==> src/hdl/integer_array_sorter_core_defines.svh <==
// ----------------------------------------------------------------------------
// Integer array sorter assertion macros
// Shared concurrent assertion forms, clocked on clk and held off during reset.
// ----------------------------------------------------------------------------
`ifndef INTEGER_ARRAY_SORTER_CORE_DEFINES_SVH
`define INTEGER_ARRAY_SORTER_CORE_DEFINES_SVH

// The consequent must hold in the same cycle as the antecedent.
`define IAS_ASSERT_SAME(lbl, ante, cons, msg) \
	lbl: assert property (@(posedge clk) disable iff (!arst_n) (ante) |-> (cons)) \
		else $error(msg);

// The consequent must hold in the cycle after the antecedent.
`define IAS_ASSERT_NEXT(lbl, ante, cons, msg) \
	lbl: assert property (@(posedge clk) disable iff (!arst_n) (ante) |=> (cons)) \
		else $error(msg);

`endif

==> src/hdl/ias_pkg.sv <==
// ----------------------------------------------------------------------------
// Integer array sorter package
// Widths, defaults and the control bundle broadcast along the cell row.
// ----------------------------------------------------------------------------
package ias_pkg;

	localparam int DATA_W        = 32;
	localparam int MAX_ITEMS_DEF = 64;

	typedef logic signed [DATA_W-1:0] data_t;

	// Control broadcast from the sequencer to every cell.
	typedef struct packed {
		logic  ins;       // insert ins_value into the sorted row
		logic  shl;       // shift the row one place towards the head
		data_t ins_value; // value being inserted
	} cell_ctl_t;

endpackage

==> src/hdl/ias_cell.sv <==
// ----------------------------------------------------------------------------
// Integer array sorter cell
// One slot of the sorted row: keeps its value, takes the new value or takes
// a neighbour's value, so that the row stays in ascending order.
// ----------------------------------------------------------------------------
module ias_cell
	import ias_pkg::*;
(
	input  logic      clk,
	input  logic      arst_n,
	input  cell_ctl_t ctl,
	input  logic      left_le,
	input  data_t     left_value,
	input  logic      left_valid,
	input  data_t     right_value,
	input  logic      right_valid,
	output data_t     value,
	output logic      valid,
	output logic      le
);

	data_t value_q;
	logic  valid_q;

	// The stored value is not above the incoming one, so it stays put.
	assign le    = valid_q && (value_q <= ctl.ins_value);
	assign value = value_q;
	assign valid = valid_q;

	always_ff @(posedge clk or negedge arst_n) begin
		if (!arst_n) begin
			valid_q <= 1'b0;
		end else if (ctl.shl) begin
			valid_q <= right_valid;
		end else if (ctl.ins && !le) begin
			valid_q <= left_le ? 1'b1 : left_valid;
		end
	end

	always_ff @(posedge clk) begin
		if (ctl.shl) begin
			value_q <= right_value;
		end else if (ctl.ins && !le) begin
			value_q <= left_le ? ctl.ins_value : left_value;
		end
	end

endmodule

==> config.mk <==
export PLATFORM = sky130hd
export DESIGN_NAME = ias_cell
export DESIGN_NICKNAME = d
export VERILOG_FILES = /design/src/hdl/integer_array_sorter_core_defines.svh /design/src/hdl/ias_pkg.sv /design/src/hdl/ias_cell.sv
export SDC_FILE = /design/constraint.sdc
export NUM_CORES = 1
export LEC_CHECK = 0
export BUFFER_PORTS_ARGS = -buffer_cell sky130_fd_sc_hd__buf_4
export CAP_MARGIN = 20
export CORE_MARGIN = 1
export CORE_UTILIZATION = 45
export CTS_CLUSTER_DIAMETER = 200
export DETAILED_ROUTE_END_ITERATION = 12
export PLACE_DENSITY = 0.81
export SETUP_SLACK_MARGIN = 0.5
export SYNTH_ARGS = -nofsm -noshare
export SYNTH_HDL_FRONTEND = slang
export SYNTH_SLANG_ARGS = --single-unit
==> constraint.sdc <==
create_clock -name clk -period 5.48 [get_ports clk]
set_input_delay 1.37 -clock clk [delete_from_list [all_inputs] [get_ports clk]]
set_output_delay 1.37 -clock clk [all_outputs]
set_load 0.02 [all_outputs]
### After elaboration in Yosys (flattened, before gate mapping)

Index checks and enable logic that the tools add are counted.

| storage, ports and cells | value |
|---|---|
| register bits after elaboration | 33 |
| input bits | 103 |
| output and inout port bits | 34 |
| logic and storage cells | 13 |

| operators by class | value |
|---|---|
| order comparisons | 1 |
| multiplexer cells | 6 |
| reductions and logical operators | 4 |

Operator list:

| cell | count |
|---|---|
| two-way mux 32 bit | 3 |
| less-or-equal comparator 32 bit | 1 |
| two-way mux 1 bit | 3 |
| logical AND 1 bit | 2 |
| nonzero test 2 bit | 1 |
| zero test 1 bit | 1 |

### Longest topological paths before layout

| depth | value |
|---|---|
| depth in word-level cells | 6 |
| mapped depth | 8 |
| mapped depth without buffers | 8 |

### Worst setup path before layout

Ideal clock, no wire load.

| timing path | value |
|---|---|
| path type | in2reg |
| from | input ctl[1] in the netlist's numbering |
| to | register value_q[0], in the netlist value[0] (enable) |
| arrival | 4896 ps |
| data required time | 5010 ps |
| slack | 115 ps |
| stages | 8 |
| cell sequence | inv_1 ha_1 nor2b_1 o211ai_1 a2111oi_1 o41a_1 nor3_2 o31ai_1 |

| between the ends | value |
|---|---|
| longest elaborated chain between the ends | 5 |

Ends and longest elaborated chain:

| element | RTL line | text |
|---|---|---|
| from (decl) | ias_cell.sv:11 | `input cell_ctl_t ctl,` |
| less-or-equal comparator 32 bit | ias_cell.sv:26 | `assign le = valid_q && (value_q <= ctl.ins_value);` |
| logical AND 1 bit | ias_cell.sv:26 |  |
| zero test 1 bit | ias_cell.sv:43 | `end else if (ctl.ins && !le) begin` |
| logical AND 1 bit | ias_cell.sv:43 |  |
| nonzero test 2 bit (no source line) | - |  |
| to (signal assigned) | ias_cell.sv:42 | `value_q <= right_value;` |
| to (signal assigned) | ias_cell.sv:44 | `value_q <= left_le ? ctl.ins_value : left_value;` |
| to (decl) | ias_cell.sv:22 | `data_t value_q;` |

Every way passes these cells.
A chain may end at the register's enable or synchronous reset.

### Worst setup path after layout

| timing path | value |
|---|---|
| from | input ctl[31] in the netlist's numbering |
| to | output le |

| between the ends | value |
|---|---|
| longest elaborated chain between the ends | 2 |

Ends and longest elaborated chain:

| element | RTL line | text |
|---|---|---|
| less-or-equal comparator 32 bit | ias_cell.sv:26 |  |
| logical AND 1 bit | ias_cell.sv:26 |  |
| to (decl) | ias_cell.sv:19 | `output logic le` |

Every way passes these cells.

==> metrics.yaml <==
routed-via-count: 2437
cts_tree: "yes"
hold_buffers: 0
fin_ws_ns: 0.813
synthFlopType: "edfxtp_1"
dp_slack_ns: 0.801
overflow: 0
top_usage_layer: "met2"
synth-seq-cells: 33
cts_root_buffer: "clkbuf_8"
p_leak_nw: 1.89
synth_top_area_frac: 0.380
clk_latency_ns: 0.28
post-route-period-util: 0.852
max_slew_margin: 0.607
fin_util: 0.702
grt_max_degree: 69
cts.clk_slew.worst_paths_ns: 0.06
die_y_um: 76.9
min_path_cells: 3
cts_resized: 0
grt_pass1_wl_mm: 10.9
hold_ws_ns: 0.769
place_area_mm2: 0.00361
syn_area_mm2: 0.00253
core_region_area_mm2: 0.00527
antenna_cells: 0
fin_setup_tns_ns: 0
skew_ns: 0.00381
powerDensity_mw_per_mm2: 224
wire_per_inst_um: 14.1
nets: 534
yosysSeqAreaShare: 0.390
power_mw: 0.829
synth_nets: 401
hold_violations: 0
fill_cells: 446
antenna_found_initial: 0
cp_slowest_cell: "a221oi_1"
final_area_mm2: 0.00370
grt_setup_unrepaired: "no"
peakVddDrop_v: 0.000158
synth_most_common_cell: "nand2_1"
finalMaxSlewViolations: 0
grt_use_met2: 0.412
place_congestion: 0.786
worstSetupEndpointType: "output pin"
worst_pin_slew_ns: 0.590
first_global_vias: 2448
ff2ff_path_depth: 7
max_freq_mhz: 214
critical_path.startpoint_type: "input pin"
ant_nets: 0
slowest_delay_ns: 0.46
crit_chain: "buf_4 -> inv_1 -> ha_1 -> nand4_1 -> nor3_1 -> a221oi_1 -> nand4b_1 -> nor3_2 -> o21a_1 -> buf_4"
grtUsageMet1: 0.274
crit_top_cell: "buf_4"
cts_buffer_depth: 2
crit_required_ns: 4.11
ios: 137
maxCapViolations: 0
die_area_mm2: 0.00592
synth_edf_count: 32
h-tree-depth: 2
rows: 26
setup-violations-final: 0
initial_core_util: 0.479
synthArstFlopShare: 0.0303
yosysTopAreaCell: "edfxtp_1"
place_inst: 462
ys_warn_count: 0
path_max_fanout: 4
fin_crit_ns: 4.67
crit_arrival_ns: 3.30
post-route-drc-count: 0
worstHoldPathType: "register to register"
io_buffers: 136
synth.area.top_cells: "edfxtp_1, ha_1, mux2i_1"
worst-setup-path-type: "input pin to output pin"
detail_route.iter0.violations: 99
hpwl_mm: 5.31
synth_commonest_cells: "nand2_1, inv_1, o21ai_0"
post-cts-setup-buffers: 0
drt_first_pass_iters: 4
die_w_um: 76.9
syn_inst: 266
globalRouteMet3Util: 0.0500
wl_mm: 6.62
synth_cell_type_count: 31
drive_above_1_share: 0.373
numCtsBuffers: 5
synth.avg_cell_area_um2: 9.50
layoutNonFillerInstCount: 470
track_usage: 0.231
outcome: "finished clean"
area_growth_pct: 46.5
cts_sinks: 33
viasPerCell: 5.19
[registers in the layout, indices dropped and copies added (netlist names)]
name / flops
value: 32
valid: 1
[cells by family (layout without fill, tap and decap cells)]
kind of cell,Yosys count,after routing,synth area share
compound gates,62,62,0.142
fa+ha+maj,32,32,0.158
buf+inv,47,181,0.0713
flops,33,33,0.390
mux,32,32,0.127
simple gates,60,60,0.111
[worst max-delay path: cells and delay by family]
kind            cells  cell delay (ns)
simple gates        4             0.72
fa+ha+maj           1             0.32
buf+inv             3             0.25
compound gates      2             0.63
[area by class of cell]
class | count | area [um^2] | area share
well taps | 70 | 87.6 | 0.0237
flip-flops and latches | 33 | 986 | 0.266
repair buffers | 137 | 1030 | 0.278
inverters | 36 | 135 | 0.0365
clock buffers | 8 | 90.1 | 0.0243
multi-input cells | 186 | 1370 | 0.371
[routing by layer]
| metal | routed length, um | share of wire | vias to the layer above |
|---|---|---|---|
| li1 | - | - | 1219 |
| met1 | 2740 | 0.41 | 1127 |
| met2 | 3410 | 0.52 | 80 |
| met3 | 351 | 0.053 | 11 |
| met4 | 118 | 0.018 | 0 |
| met5 | 0 | 0 | - |
[final timing paths]
| path | startpoint | endpoint | slack, ns |
|---|---|---|---|
| worst max-delay path | ctl[31] | le | 0.81 |
| worst min-delay path | valid | valid | 0.77 |
| worst max register to register | value[31] | value[31] | 2.47 |
| worst min register to register | valid | valid | 0.77 |
| max in group asynchronous | arst_n | valid | 4.55 |
| min in group asynchronous | arst_n | valid | 0.85 |
[cells in the final DEF, fill, tap and decap left out, types with 2 or more instances in the layout]
cell type / count
a21o_1: 3
nand2_1: 37
edfxtp_1: 32
buf_4: 137
nand3_1: 3
a21oi_1: 14
mux2i_1: 32
nand4_1: 8
nor3_1: 2
inv_1: 36
o21ai_0: 35
clkbuf_8: 6
ha_1: 32
nor2_1: 4
clkbuf_1: 2
[where the power goes]
| part | switching (mW) | internal [mW] | leakage [nW] |
|---|---|---|---|
| clock | 0.0844 | 0.102 | 0.0455 |
| combinational | 0.157 | 0.146 | 1.51 |
| sequential | 0.0198 | 0.320 | 0.342 |
| total | 0.261 | 0.568 | 1.89 |
Power figures use the tool's default switching activity.
