File: config.mk
export PLATFORM = sky130hd
export DESIGN_NAME = ias_ctrl
export DESIGN_NICKNAME = d
export VERILOG_FILES = /design/src/hdl/ias_pkg.sv /design/src/hdl/ias_ctrl.sv
export VERILOG_INCLUDE_DIRS = /design/src /design/src/hdl
export SDC_FILE = /design/constraint.sdc
export NUM_CORES = 1
export LEC_CHECK = 0
export BUFFER_PORTS_ARGS = -buffer_cell sky130_fd_sc_hd__buf_2
export CORE_MARGIN = 5
export CORE_UTILIZATION = 35
export DETAILED_ROUTE_END_ITERATION = 6
export GPL_TIMING_DRIVEN = 0
export PLACE_DENSITY = 0.76
export SYNTH_ARGS = -nofsm -noshare
export SYNTH_HDL_FRONTEND = slang
export SYNTH_SLANG_ARGS = --single-unit
export TNS_END_PERCENT = 30
File: constraint.sdc
create_clock -name clk -period 2.1 [get_ports clk]
set_input_delay 0.42 -clock clk [delete_from_list [all_inputs] [get_ports clk]]
set_output_delay 0.42 -clock clk [all_outputs]
set_load 0.05 [all_outputs]
File: src/hdl/integer_array_sorter_core_defines.svh
// ----------------------------------------------------------------------------
// Integer array sorter assertion macros
// Shared concurrent assertion forms, clocked on clk and held off during reset.
// ----------------------------------------------------------------------------
`ifndef INTEGER_ARRAY_SORTER_CORE_DEFINES_SVH
`define INTEGER_ARRAY_SORTER_CORE_DEFINES_SVH

// The consequent must hold in the same cycle as the antecedent.
`define IAS_ASSERT_SAME(lbl, ante, cons, msg) \
	lbl: assert property (@(posedge clk) disable iff (!arst_n) (ante) |-> (cons)) \
		else $error(msg);

// The consequent must hold in the cycle after the antecedent.
`define IAS_ASSERT_NEXT(lbl, ante, cons, msg) \
	lbl: assert property (@(posedge clk) disable iff (!arst_n) (ante) |=> (cons)) \
		else $error(msg);

`endif

File: src/hdl/ias_pkg.sv
// ----------------------------------------------------------------------------
// Integer array sorter package
// Widths, defaults and the control bundle broadcast along the cell row.
// ----------------------------------------------------------------------------
package ias_pkg;

	localparam int DATA_W        = 32;
	localparam int MAX_ITEMS_DEF = 64;

	typedef logic signed [DATA_W-1:0] data_t;

	// Control broadcast from the sequencer to every cell.
	typedef struct packed {
		logic  ins;       // insert ins_value into the sorted row
		logic  shl;       // shift the row one place towards the head
		data_t ins_value; // value being inserted
	} cell_ctl_t;

endpackage

File: src/hdl/ias_ctrl.sv
// ----------------------------------------------------------------------------
// Integer array sorter sequencer
// Counts the loaded values, tracks overflow, drains the row head into the
// output register and runs both request handshakes.
// ----------------------------------------------------------------------------
`include "integer_array_sorter_core_defines.svh"

module ias_ctrl
	import ias_pkg::*;
#(
	parameter int MAX_ITEMS = MAX_ITEMS_DEF
)
(
	input  logic      clk,
	input  logic      arst_n,
	input  logic      in_valid,
	output logic      in_stall,
	input  data_t     sample_value,
	input  logic      final_item,
	output logic      out_valid,
	input  logic      out_stall,
	output data_t     sorted_value,
	output logic      final_result,
	output logic      dropped_items,
	input  data_t     head_value,
	output cell_ctl_t ctl
);

	localparam int CNT_W = $clog2(MAX_ITEMS + 1);
	localparam logic [CNT_W-1:0] CNT_MAX = CNT_W'(MAX_ITEMS);
	localparam logic [CNT_W-1:0] CNT_ONE = CNT_W'(1);

	logic [CNT_W-1:0] count_q;
	logic [CNT_W-1:0] remaining_q;
	logic             ovf_q;
	logic             drop_q;
	logic             drain_q;
	logic             out_valid_q;
	data_t            sorted_value_q;
	logic             final_result_q;
	logic             dropped_items_q;

	logic in_accept;
	logic full;
	logic ins;
	logic load;

	assign in_stall  = drain_q;
	assign in_accept = in_valid && !in_stall;
	assign full      = (count_q == CNT_MAX);
	assign ins       = in_accept && !full;
	assign load      = drain_q && (!out_valid_q || !out_stall);

	assign ctl.ins       = ins;
	assign ctl.shl       = load;
	assign ctl.ins_value = sample_value;

	assign out_valid     = out_valid_q;
	assign sorted_value  = sorted_value_q;
	assign final_result  = final_result_q;
	assign dropped_items = dropped_items_q;

	always_ff @(posedge clk or negedge arst_n) begin
		if (!arst_n) begin
			count_q     <= '0;
			remaining_q <= '0;
			ovf_q       <= 1'b0;
			drop_q      <= 1'b0;
			drain_q     <= 1'b0;
		end else if (in_accept) begin
			if (final_item) begin
				drain_q     <= 1'b1;
				remaining_q <= ins ? count_q + CNT_ONE : count_q;
				drop_q      <= ovf_q || full;
				count_q     <= '0;
				ovf_q       <= 1'b0;
			end else begin
				count_q <= ins ? count_q + CNT_ONE : count_q;
				ovf_q   <= ovf_q || full;
			end
		end else if (load) begin
			remaining_q <= remaining_q - CNT_ONE;
			if (remaining_q == CNT_ONE) begin
				drain_q <= 1'b0;
			end
		end
	end

	always_ff @(posedge clk or negedge arst_n) begin
		if (!arst_n) begin
			out_valid_q <= 1'b0;
		end else if (load) begin
			out_valid_q <= 1'b1;
		end else if (!out_stall) begin
			out_valid_q <= 1'b0;
		end
	end

	always_ff @(posedge clk) begin
		if (load) begin
			sorted_value_q  <= head_value;
			final_result_q  <= (remaining_q == CNT_ONE);
			dropped_items_q <= drop_q;
		end
	end

	`IAS_ASSERT_SAME(a_count_bound, 1'b1, count_q <= CNT_MAX, "item count beyond capacity")
	`IAS_ASSERT_SAME(a_drain_nonzero, drain_q, remaining_q != '0, "draining with nothing left")
	`IAS_ASSERT_NEXT(a_final_drains, in_accept && final_item, drain_q && count_q == '0,
		"final request did not start the drain")
	`IAS_ASSERT_NEXT(a_last_ends, load && remaining_q == CNT_ONE, !drain_q && final_result_q,
		"last result did not close the set")

endmodule

# Word level (Yosys, flattened, before mapping)
# Index checks and enable logic that the tools add are counted.
# totals
regBits	52
latchBits	0
ramBits	0
romBits	0
in_bits	69
output_inout_bits	70
word_cells	41
n_memories	0
# classes
n_addsub	2
multipliers	0
div_mod_pow	0
n_lt_le_gt_ge	0
eq_ne	4
shifts	0
muxes	12
bitwise	0
reduce_logical	14
# op_table
op	count
2-to-1 mux 7 bit	5
adder 7 x 1 -> 7 bit (second input constant)	1
== test 7 x 1 -> 1 bit (second input constant)	1
== test 7 bit (second input constant)	1
2-to-1 mux 1 bit	7
subtractor 7 x 1 -> 7 bit (second input constant)	1
logical NOT 1 bit	4
AND reduction 2 bit	2
nonzero test 2 bit	2
logical AND 1 bit	3
AND reduction 3 bit	1
logical OR 1 bit	2
inequality test 2 x 1 -> 1 bit (second input constant)	1
inequality test 2 bit (second input constant)	1

# Logic depth before layout (Yosys ltp)
# Gate-level depths: netlist (run 1).
# depth
ltp_word	6
ltp_mapped	7
mapped_depth_nobuf	6

# Worst setup path after synthesis (run 1)
# Ideal clock, no wire load.
# synth_path
path_type	flip-flop to output port
startpoint	reg drain_q (netlist: in_stall)
endpoint	out ctl[32] (netlist bit)
arrival_ps	2261
t_required_ps	1680
slack_ps	-581
stages_incl_launch_ff	3
path_cell_list	dfrtp_1 > a21boi_2 > buf_4
# synth_via
elab_chain_len	1
# synth_rtl
item	line	rtl
from (decl)	ias_ctrl.sv:37	logic drain_q;
from (signal assigned)	ias_ctrl.sv:69	drain_q <= 1'b0;
from (signal assigned)	ias_ctrl.sv:72	drain_q <= 1'b1;
from (signal assigned)	ias_ctrl.sv:84	drain_q <= 1'b0;
logical AND 1 bit	ias_ctrl.sv:52	assign load = drain_q && (!out_valid_q || !out_stall);
to (decl)	ias_ctrl.sv:26	output cell_ctl_t ctl
# No other way between the ends.

# Worst setup path in the final report (run 1)
# layout_path
startpoint	reg out_valid_q (netlist: out_valid)
endpoint	out ctl[32] (netlist bit)
# layout_via
elab_chain_len	3
# layout_rtl
item	line	rtl
from (decl)	ias_ctrl.sv:38	logic out_valid_q;
from (signal assigned)	ias_ctrl.sv:91	out_valid_q <= 1'b0;
from (signal assigned)	ias_ctrl.sv:93	out_valid_q <= 1'b1;
from (signal assigned)	ias_ctrl.sv:95	out_valid_q <= 1'b0;
logical NOT 1 bit	ias_ctrl.sv:52	
logical OR 1 bit	ias_ctrl.sv:52	
logical AND 1 bit	ias_ctrl.sv:52	
# No other way between the ends.

==> results of run 1 <==
cell families (layout without fill, tap and decap cells):
group,after synthesis,in the layout,synth area share [%]
compound gates,37,39,9.71
xor+xnor,5,5,1.82
fa+ha+maj,4,4,2.08
buf+inv,50,167,13.9
flops,52,52,61.1
mux,1,1,0.467
simple gates,45,45,11.0
cell usage after synthesis, types with 2 or more instances:
cell / number / share of area (%)
ha_1: 4 / 2.1
a31oi_1: 4 / 1.0
o211ai_1: 3 / 0.93
nor2_1: 13 / 2.0
a22o_1: 2 / 0.73
buf_2: 4 / 0.83
xnor2_1: 3 / 1.1
o21ai_0: 12 / 2.5
buf_4: 35 / 11
and3_1: 3 / 0.78
o22ai_1: 2 / 0.52
a21oi_1: 5 / 1.0
xor2_1: 2 / 0.73
nand2_1: 8 / 1.2
nand2b_1: 3 / 0.78
dfrtp_1: 18 / 19
edfxtp_1: 34 / 42
clkbuf_2: 2 / 0.42
nor3_1: 2 / 0.42
inv_1: 7 / 1.1
o31ai_1: 3 / 0.93
nand3_1: 6 / 1.2
worst register-to-register path, delay by kind of cell (launching register included):
family / cells / cell delay, ps
DFF: 1 / 400
muxes: 1 / 350
and+or+nand+nor: 2 / 270
buffers and inverters: 2 / 250
AOI/OAI and AO/OA: 1 / 250
adders and majority gates: 1 / 150
final cells by class:
class / count / area share (%)
flip-flops and latches: 52 / 45.3
multi-input cells: 94 / 20.1
repair buffers: 110 / 17.6
plain buffers: 42 / 9.36
well taps: 80 / 3.08
clock buffers: 6 / 2.54
clock inverters: 2 / 1.19
inverters: 7 / 0.809
state kept, by name, indices dropped and copies added, names as in the netlist:
name           flops
sorted_value      32
count_q            7
remaining_q        7
drop_q             1
dropped_items      1
final_result       1
in_stall           1
out_valid          1
ovf_q              1
routing by layer:
metal,track usage [%],vias up
met4,2.20,0
met1,17.0,846
met3,3.49,4
met5,0,-
li1,-,896
met2,21.5,135
power groups by stage:
stage	Combinational (W)	Clock (W)	Sequential [W]
CTS	0.00190	0.000749	0.00164
detailed placement	0.00179	0	0.00165
global route	0.00204	0.000786	0.00167
global placement	0.00176	0	0.00164
floorplan	0.000791	0	0.00225
finish	0.00190	0.000722	0.00163
worst paths after layout:
path	from	endpoint	slack, ps	cells past startpoint
setup / recovery	out_valid	ctl[32]	100	3
min in group clk	head_value[10]	sorted_value[10]	290	1
setup reg to reg	count_q[0]	count_q[1]	320	7
hold reg to reg	drop_q	dropped_items	470	0
max in group asynchronous	arst_n	in_stall	1730	1
hold / removal	arst_n	count_q[3]	40	1
what timing repair did:
item                                   CTS  global route
endpoints found under the hold margin    0             0
gates resized for setup                  7             2
gates cloned                             2             0
pin swaps                                4             2
hold buffers                             0             0
setup endpoints to repair                5             1
setup buffers                            3             1
metrics by stage:
stage / TNS (ps) / setup WS (ps)
after floorplan: 0 / 21.3
after global placement: -581 / -260
after detailed placement: -1070 / -305
after CTS: -60.4 / -60.4
after global routing: 0 / 5.06
final: 0 / 97.6
==> impl_results.md, run 1 <==
* Status: complete, no violations
* GR Overflow Total at 0
* Storage element area at 1470 sq um
* Endpoints failing setup at 0
* Largest net degree at the start of global routing at 22
* Synthesized netlist cell count at 194
* Post-synthesis sequential area ratio at 61.1%
* Routed len/inst at 14.3 microns
* Multi-input logic area at 653 sq um
* CP Launch Type: register
* Die Area at 8640 sq um
* Power consumption at 0.00425 W
* HPWL Detailed at around 4100 microns
* Placeable Area at 6760 sq um
* Peak supply drop at 510 uV
* EDFF count, synth at 34
* Min-delay worst type: in2async
* NetSw at about 0.0019 W
* Min Clock Period, post-route at 2000 ps
* WL final at 5630 microns
* IO buf count at 106
* Layout cells sized above 1 at a little over half
* Post-route cell area at 3250 sq um
* Critical Path Max Stage Delay at 500 ps
* Boundary pin count at 139
* Clock sink count at 52
* # rows at 30
* Skew-Pair Late Insertion Delay at ~300 ps
* Internal Power at roughly 0.0024 W
* DR WL met3 at 672 microns
* Met2 WL post-DR at 2450 microns
* CTS buffer count at 5
* Max cap viols at 0
* DRC Markers at 0
* Slew @ Worst Pin at 1090 ps
* Setup crit end kind: output pin
* Critical Path AT at 1580 ps
* Fin Hold WS at approximately 39 ps
* Flops & latches, synth at between 50 and 60
* Skew final at roughly 12 ps
* GRT Util Overall at approximately 13%
* First-pass GRT wire length at 8780 microns
* Fmax at 0.499 GHz
* Dpl cells at 380
* Finished Core Util at 48.1%
* Initial antenna violation count at 0
* Worst rel slew slack at 27.2%
* RSZ-0062 raised after global routing: false
* Non-filler instance count after layout at between 300 and 400
* First-pass DRT Iterations at 6
* Crit-path max FO at 11
* Post-synthesis cell type count at 41
* Initial Util at 35.6%
* Clock-pin slew on the worst setup and hold paths at approximately 100 ps
* Power density over the cells at 1310 nW/um^2
* Die height at about 93 microns
* Sw frac at 43.6%
* Crit share post-route at 95.4%
* Synth warnings at 0
* CP top delay family: flip-flops
* Synth Cell Area at 2410 sq um
* Sequence of cells on the critical path: a21boi_4, buf_6, buf_2
* Clock tree buffer depth at 2
* Most common cell after layout, fill and taps aside: buf_2
* Critical path buffers and inverters at 2
* Number of global-route vias before repair at approximately 1900
* CP Class: reg2out
* TritonCTS clock tree: yes
* WP data required at 1680 ps
* DR top layer: met4
* Most frequent cells in the layout: 109 x buf_2, 37 x buf_4, 34 x edfxtp_1
* Logic gate share of total power at around 45%
* Root Driver: clkbuf_8
* Placed cell area at 3050 sq um
* Clock power share at 17.0%
* Final GP Congestion at 0.817
* Post-Syn Area per Cell at 12.4 sq um
* Met1 wire length at 2480 microns
* CTS H-tree lvls at 2
* Slew Limit Fails at 0
* Vias per cell at 4.79
* Synth Flop Type: edfxtp_1
* Synthesized net count at 267
* Asr flop ratio synth at 34.6%
* CP max stage cell: dfrtp_1
* Vias at 1881
* Final #Nets at 385
* Leak at 1.52 nW
* Antenna-violating nets left at 0
* Initial drt markers at between 100 and 150
* Area delta synth->final at 34.9%
* Hold Fails Final Rpt at 0
* Power share of the sequential group at between 30% and 40%
* Fillers at between 500 and 600
* Diode count at 0
* Die Width at 93.0 microns
Power figures use the tool's default switching activity.
==> inputs of run 2 (changes only) <==
--- a/config.mk
+++ b/config.mk
@@ -11,7 +11,7 @@
 export CORE_UTILIZATION = 35
 export DETAILED_ROUTE_END_ITERATION = 6
 export GPL_TIMING_DRIVEN = 0
-export PLACE_DENSITY = 0.76
+export PLACE_DENSITY = 0.73
 export SYNTH_ARGS = -nofsm -noshare
 export SYNTH_HDL_FRONTEND = slang
 export SYNTH_SLANG_ARGS = --single-unit
==> constraint.sdc (replaced) <==
create_clock -name clk -period 2.6 [get_ports clk]
set_input_delay 0.52 -clock clk [delete_from_list [all_inputs] [get_ports clk]]
set_output_delay 0.52 -clock clk [all_outputs]
set_load 0.05 [all_outputs]
==> impl_results.md, run 2 (synthesis gave the netlist of run 1 again) <==
* Status: complete, no violations
* Dpl cells at 380
* CP max stage cell: dfrtp_1
* Critical Path Max Stage Delay at 430 ps
* CP Launch Point: count_q[0]
* Final #Nets at 384
* Worst reg2reg startpoint: count_q[0]
* Min Clock Period, post-route at approximately 2500 ps
* Die Width at between 90 and 100 microns
* Max cap viols at 0
* Sw frac at 45.4%
* Most frequent cells in the layout: 110 x buf_2, 38 x buf_4, 34 x edfxtp_1
* Routed len/inst at 14.3 microns
* CTS buffer count at 5
* TritonCTS clock tree: yes
* IO buf count at 106
* Die Area at 8640 sq um
* First-pass GRT wire length at roughly 8800 microns
* Worst setup margin at 102 ps
* Initial drt markers at 66
* Vias per cell at 4.75
* Die height at 93.0 microns
* Critical path buffers and inverters at 4
* Power share of the sequential group at 40.8%
* GRT Util Overall at 12.9%
* Antenna-violating nets left at 0
* # rows at 30
* WP data required at about 2100 ps
* Crit-path max FO at 5
* First-pass DRT Iterations at 5
* Post-route cell area at roughly 3200 sq um
* Leak at 1.49 nW
* CTS H-tree lvls at 2
* Root Driver: clkbuf_8
* Layout cells sized above 1 at ~53%
* Hold Fails Final Rpt at 0
* GR Overflow Total at 0
* Critical Path AT at 1980 ps
* Crit path top cell by count: inv_1
* Clock sink count at 52
* Non-filler instance count after layout at 392
* Internal Power at 0.00177 W
* Crit share post-route at 96.1%
* CP Class: reg2out
* CP Launch Type: register
* Area delta synth->final at 32.0%
* NetSw at roughly 0.0015 W
* Initial Util at 35.6%
* Setup TNS at 0 ps
* Setup crit end kind: output pin
* Slew Limit Fails at 0
* CP top delay family: simple AND/OR/NAND/NOR gates
* Skew-Pair Late Insertion Delay at ~300 ps
* Clock-pin slew on the worst setup and hold paths at 100 ps
* Number of global-route vias before repair at 1858
* WL final at 5620 microns
* Skew final at 10.0 ps
* Endpoints failing setup at 0
* Placeable Area at 6760 sq um
* CTS Hold Buffers Added at 0
* Power density over the cells at 1020 nW/um^2
* Placed cell area at 3050 sq um
* Vias at 1862
* Most common cell after layout, fill and taps aside: buf_2
* Clock power share at approximately 14%
* Number of flip-flops under the largest register name at 32
* DRC Markers at 0
* Clock tree buffer depth at 2
* Fillers at 601
* HPWL Detailed at 4230 microns
* Boundary pin count at 139
* Diode count at 0
* Sequence of cells on the critical path: inv_1, ha_2, nand4bb_4, nor3_4, nand2b_4, inv_1, buf_4, buf_2
* Initial antenna violation count at 0
* Place WS at -18.1 ps
* Power consumption at around 0.0032 W
* Min-delay worst type: in2async
* Largest net degree at the start of global routing at 22
* Slew @ Worst Pin at 1130 ps
* Final GP Congestion at ~0.8
* Logic gate share of total power at around 45%
* Peak supply drop at ~300 uV
* Worst rel slew slack at between 20% and 30%
* Fmax at 0.400 GHz
## run 2: per-layer routing
layer | vias up | track usage, % | share of wire (%)
met5 | - | 0 | 0
met4 | 0 | 3.42 | 1.1
met3 | 6 | 3.49 | 12
met2 | 137 | 20.5 | 42
met1 | 832 | 17.3 | 45
li1 | 887 | - | -
## run 2: final cells by class
type	instances	area, sq um	share of cell area, %
sequential	52	1470	46.3
clock inverter	2	16.3	0.512
timing repair buffer	109	553	17.4
buffer	43	308	9.68
tap	80	100	3.15
multi-input combinational	93	632	19.9
clock buffer	6	72.6	2.28
inverter	7	26.3	0.826
## run 2: power by group through the flow
stage | logic [W] | registers [W] | clock network [W]
final | 0.00146 | 0.00132 | 0.000458
after global routing | 0.00157 | 0.00136 | 0.000519
after CTS | 0.00146 | 0.00133 | 0.000478
after detailed placement | 0.00144 | 0.00134 | 0
after global placement | 0.00142 | 0.00133 | 0
after floorplan | 0.000633 | 0.00182 | 0
## run 2: worst paths after layout
path | slack [ps] | end | cells past startpoint
max | 100 | ctl[33] | 8
min | 140 | count_q[3] | 1
max reg2reg | 640 | count_q[1] | 7
min reg2reg | 460 | dropped_items | 0
max in group asynchronous | 2160 | remaining_q[5] | 1
min in group clk | 380 | sorted_value[27] | 1
## run 2: timing repair
item,CTS,global route
setup buffers,0,3
endpoints found under the setup margin,1,1
gates resized for setup,0,2
cloned,1,0
pin swaps,0,1
## run 2: through the flow
stage / utilization, % / hold WS [ps]
floorplan: - / 224
global placement: 45.1 / 437
detailed placement: 45.1 / 443
CTS: 46.6 / 147
global route: 47.1 / 160
finish: 47.1 / 139
## run 2: worst register-to-register path, delay by kind of cell, from the launching register on
kind	cells	cell delay, ps
buf+inv	2	270
fa+ha+maj	1	220
flops	1	430
compound gates	1	230
mux	1	350
simple gates	2	390
==> inputs of run 3 (changes only) <==
--- a/config.mk
+++ b/config.mk
@@ -7,11 +7,11 @@
 export NUM_CORES = 1
 export LEC_CHECK = 0
 export BUFFER_PORTS_ARGS = -buffer_cell sky130_fd_sc_hd__buf_2
-export CORE_MARGIN = 5
-export CORE_UTILIZATION = 35
+export CORE_MARGIN = 4
+export CORE_UTILIZATION = 47
 export DETAILED_ROUTE_END_ITERATION = 6
 export GPL_TIMING_DRIVEN = 0
-export PLACE_DENSITY = 0.73
+export PLACE_DENSITY = 0.92
 export SYNTH_ARGS = -nofsm -noshare
 export SYNTH_HDL_FRONTEND = slang
 export SYNTH_SLANG_ARGS = --single-unit
==> impl_results.md, run 3 (synthesis gave the netlist of run 1 again) <==
* Status: complete, no violations
* Skew final at 12.8 ps
* Fillers at 382
* Sequence of cells on the critical path: inv_1, ha_1, nand4bb_4, nor3_4, nand2b_4, inv_1, buf_4, buf_2
* Leak at 1.48 nW
* Slew Limit Fails at 0
* Clock sink count at 52
* Post-route cell area at 3150 sq um
* Antenna-violating nets left at 0
* Worst rel slew slack at 30.2%
* First-pass GRT wire length at 7690 microns
* GRT Util Overall at 15.7%
* Initial Util at around half
* Area delta synth->final at 30.6%
* Non-filler instance count after layout at about 380
* Number of global-route vias before repair at between 1500 and 2000
* Number of flip-flops under the largest register name at 32
* Min-delay worst type: in2async
* Diode count at 0
* Largest net degree at the start of global routing at 22
* Min Clock Period, post-route at approximately 2400 ps
* First-pass DRT Iterations at 4
* Power density over the cells at 1020 nW/um^2
* Grt met3 use at 5.08%
* Crit path top cell by count: inv_1
* IO buf count at 106
* Setup crit end kind: output pin
* RSZ-0062 raised after global routing: false
* Dpl cells at approximately 370
* Slew @ Worst Pin at ~1000 ps
* DRC Markers at 0
* Root Driver: clkbuf_8
* Vias per cell at 4.89
* Critical path buffers and inverters at 4
* Critical Path Max Stage Delay at 420 ps
* Final GP Congestion at 0.748
* Max cap viols at 0
* Crit share post-route at 93.7%
* CTS buffer count at 5
* Clock-pin slew on the worst setup and hold paths at 100 ps
* CTS H-tree lvls at 2
* Vias at 1843
* Boundary pin count at between 100 and 150
* Crit-path max FO at 5
* GR Util met2 at between 20% and 30%
* Endpoints failing setup at 0
* Initial antenna violation count at 0
* Grt met1 use at between 10% and 20%
* TritonCTS clock tree: yes
* Routed len/inst at 14.1 microns
* Setup TNS at 0 ps
* Most frequent cells in the layout: 110 x buf_2, 36 x buf_4, 34 x edfxtp_1
* Die Area at ~6300 sq um
* Initial drt markers at 99
* Layout cells sized above 1 at 52.6%
* CP Class: reg2out
* Final #Nets at 382
* HPWL Detailed at 4140 microns
* Clock tree buffer depth at 2
* Hold Fails Final Rpt at 0
* Placed cell area at between 3000 and 4000 sq um
* CP max stage cell: dfrtp_1
* Placeable Area at just under 5000 sq um
* WP data required at 2080 ps
* GR Overflow Total at 0
* Fmax at 0.410 GHz
* CP top delay family: simple AND/OR/NAND/NOR gates
* Skew-Pair Late Insertion Delay at 300 ps
* Die height at 79.6 microns
* Most common cell after layout, fill and taps aside: buf_2
* CP Launch Type: register
* # rows at 25
* Peak supply drop at 425 uV
* Critical Path AT at 1920 ps
* WL final at 5310 microns
* Die Width at 79.6 microns
* Grt peak-use layer: met2
-- run 3: changes by cell type in the layout (fill, tap and decap cells not counted) --
cell and change:
buf_4 -2, ha_1 +1, ha_2 -1
-- run 3: path summary, 6_finish.rpt --
kind	to	slack, ps	startpoint	cells after the start
max	ctl[33]	160	count_q[0]	8
min	count_q[5]	130	arst_n	1
max reg2reg	count_q[1]	690	count_q[0]	7
min reg2reg	dropped_items	460	drop_q	0
max in group asynchronous	remaining_q[3]	2160	arst_n	1
min in group clk	sorted_value[1]	390	head_value[1]	1
-- run 3: worst reg2reg max path: cells and delay by family (launching register included) --
kind	cells	cell delay (ps)
buffers and inverters	2	270
and+or+nand+nor	2	350
AOI/OAI and AO/OA	1	220
muxes	1	350
adders and majority gates	1	210
DFF	1	420
-- run 3: what timing repair did --
action	in CTS	in global routing
setup endpoints to repair	1	1
hold buffers	0	0
setup buffers	0	1
gates resized for setup	0	1
gates cloned	1	0
pin swaps	0	1
-- run 3: cell type report --
| cell class | instances | area, sq um | share of cell area [%] |
|---|---|---|---|
| buffer | 43 | 308 | 9.79 |
| clock buffer | 6 | 72.6 | 2.31 |
| clock inverter | 2 | 16.3 | 0.517 |
| inverter | 7 | 26.3 | 0.835 |
| multi-input combinational | 93 | 629 | 20.0 |
| sequential | 52 | 1470 | 46.8 |
| tap | 67 | 83.8 | 2.67 |
| timing repair buffer | 107 | 538 | 17.1 |
-- run 3: stage by stage --
stage	hold slack [ps]	util (%)	power [W]	setup slack, ps
6_report	132	64.9	0.00322	164
5_1_grt	163	64.9	0.00339	58.5
4_1_cts	152	64.6	0.00323	50.6
3_5_place_dp	445	62.5	0.00277	18.3
3_3_place_gp	437	62.5	0.00273	34.5
2_1_floorplan	224	-	0.00245	232
-- run 3: metal layers --
metal,share of wire (%),vias to the layer above
met2,48,126
met4,0.83,0
li1,-,887
met3,13,4
met1,38,826
met5,0,-
-- run 3: where the power goes --
part	switching (W)	internal (W)	total, W
sequential	0.000147	0.00117	0.00132
clock	0.000256	0.000192	0.000448
combinational	0.00105	0.000401	0.00145
total	0.00145	0.00176	0.00322
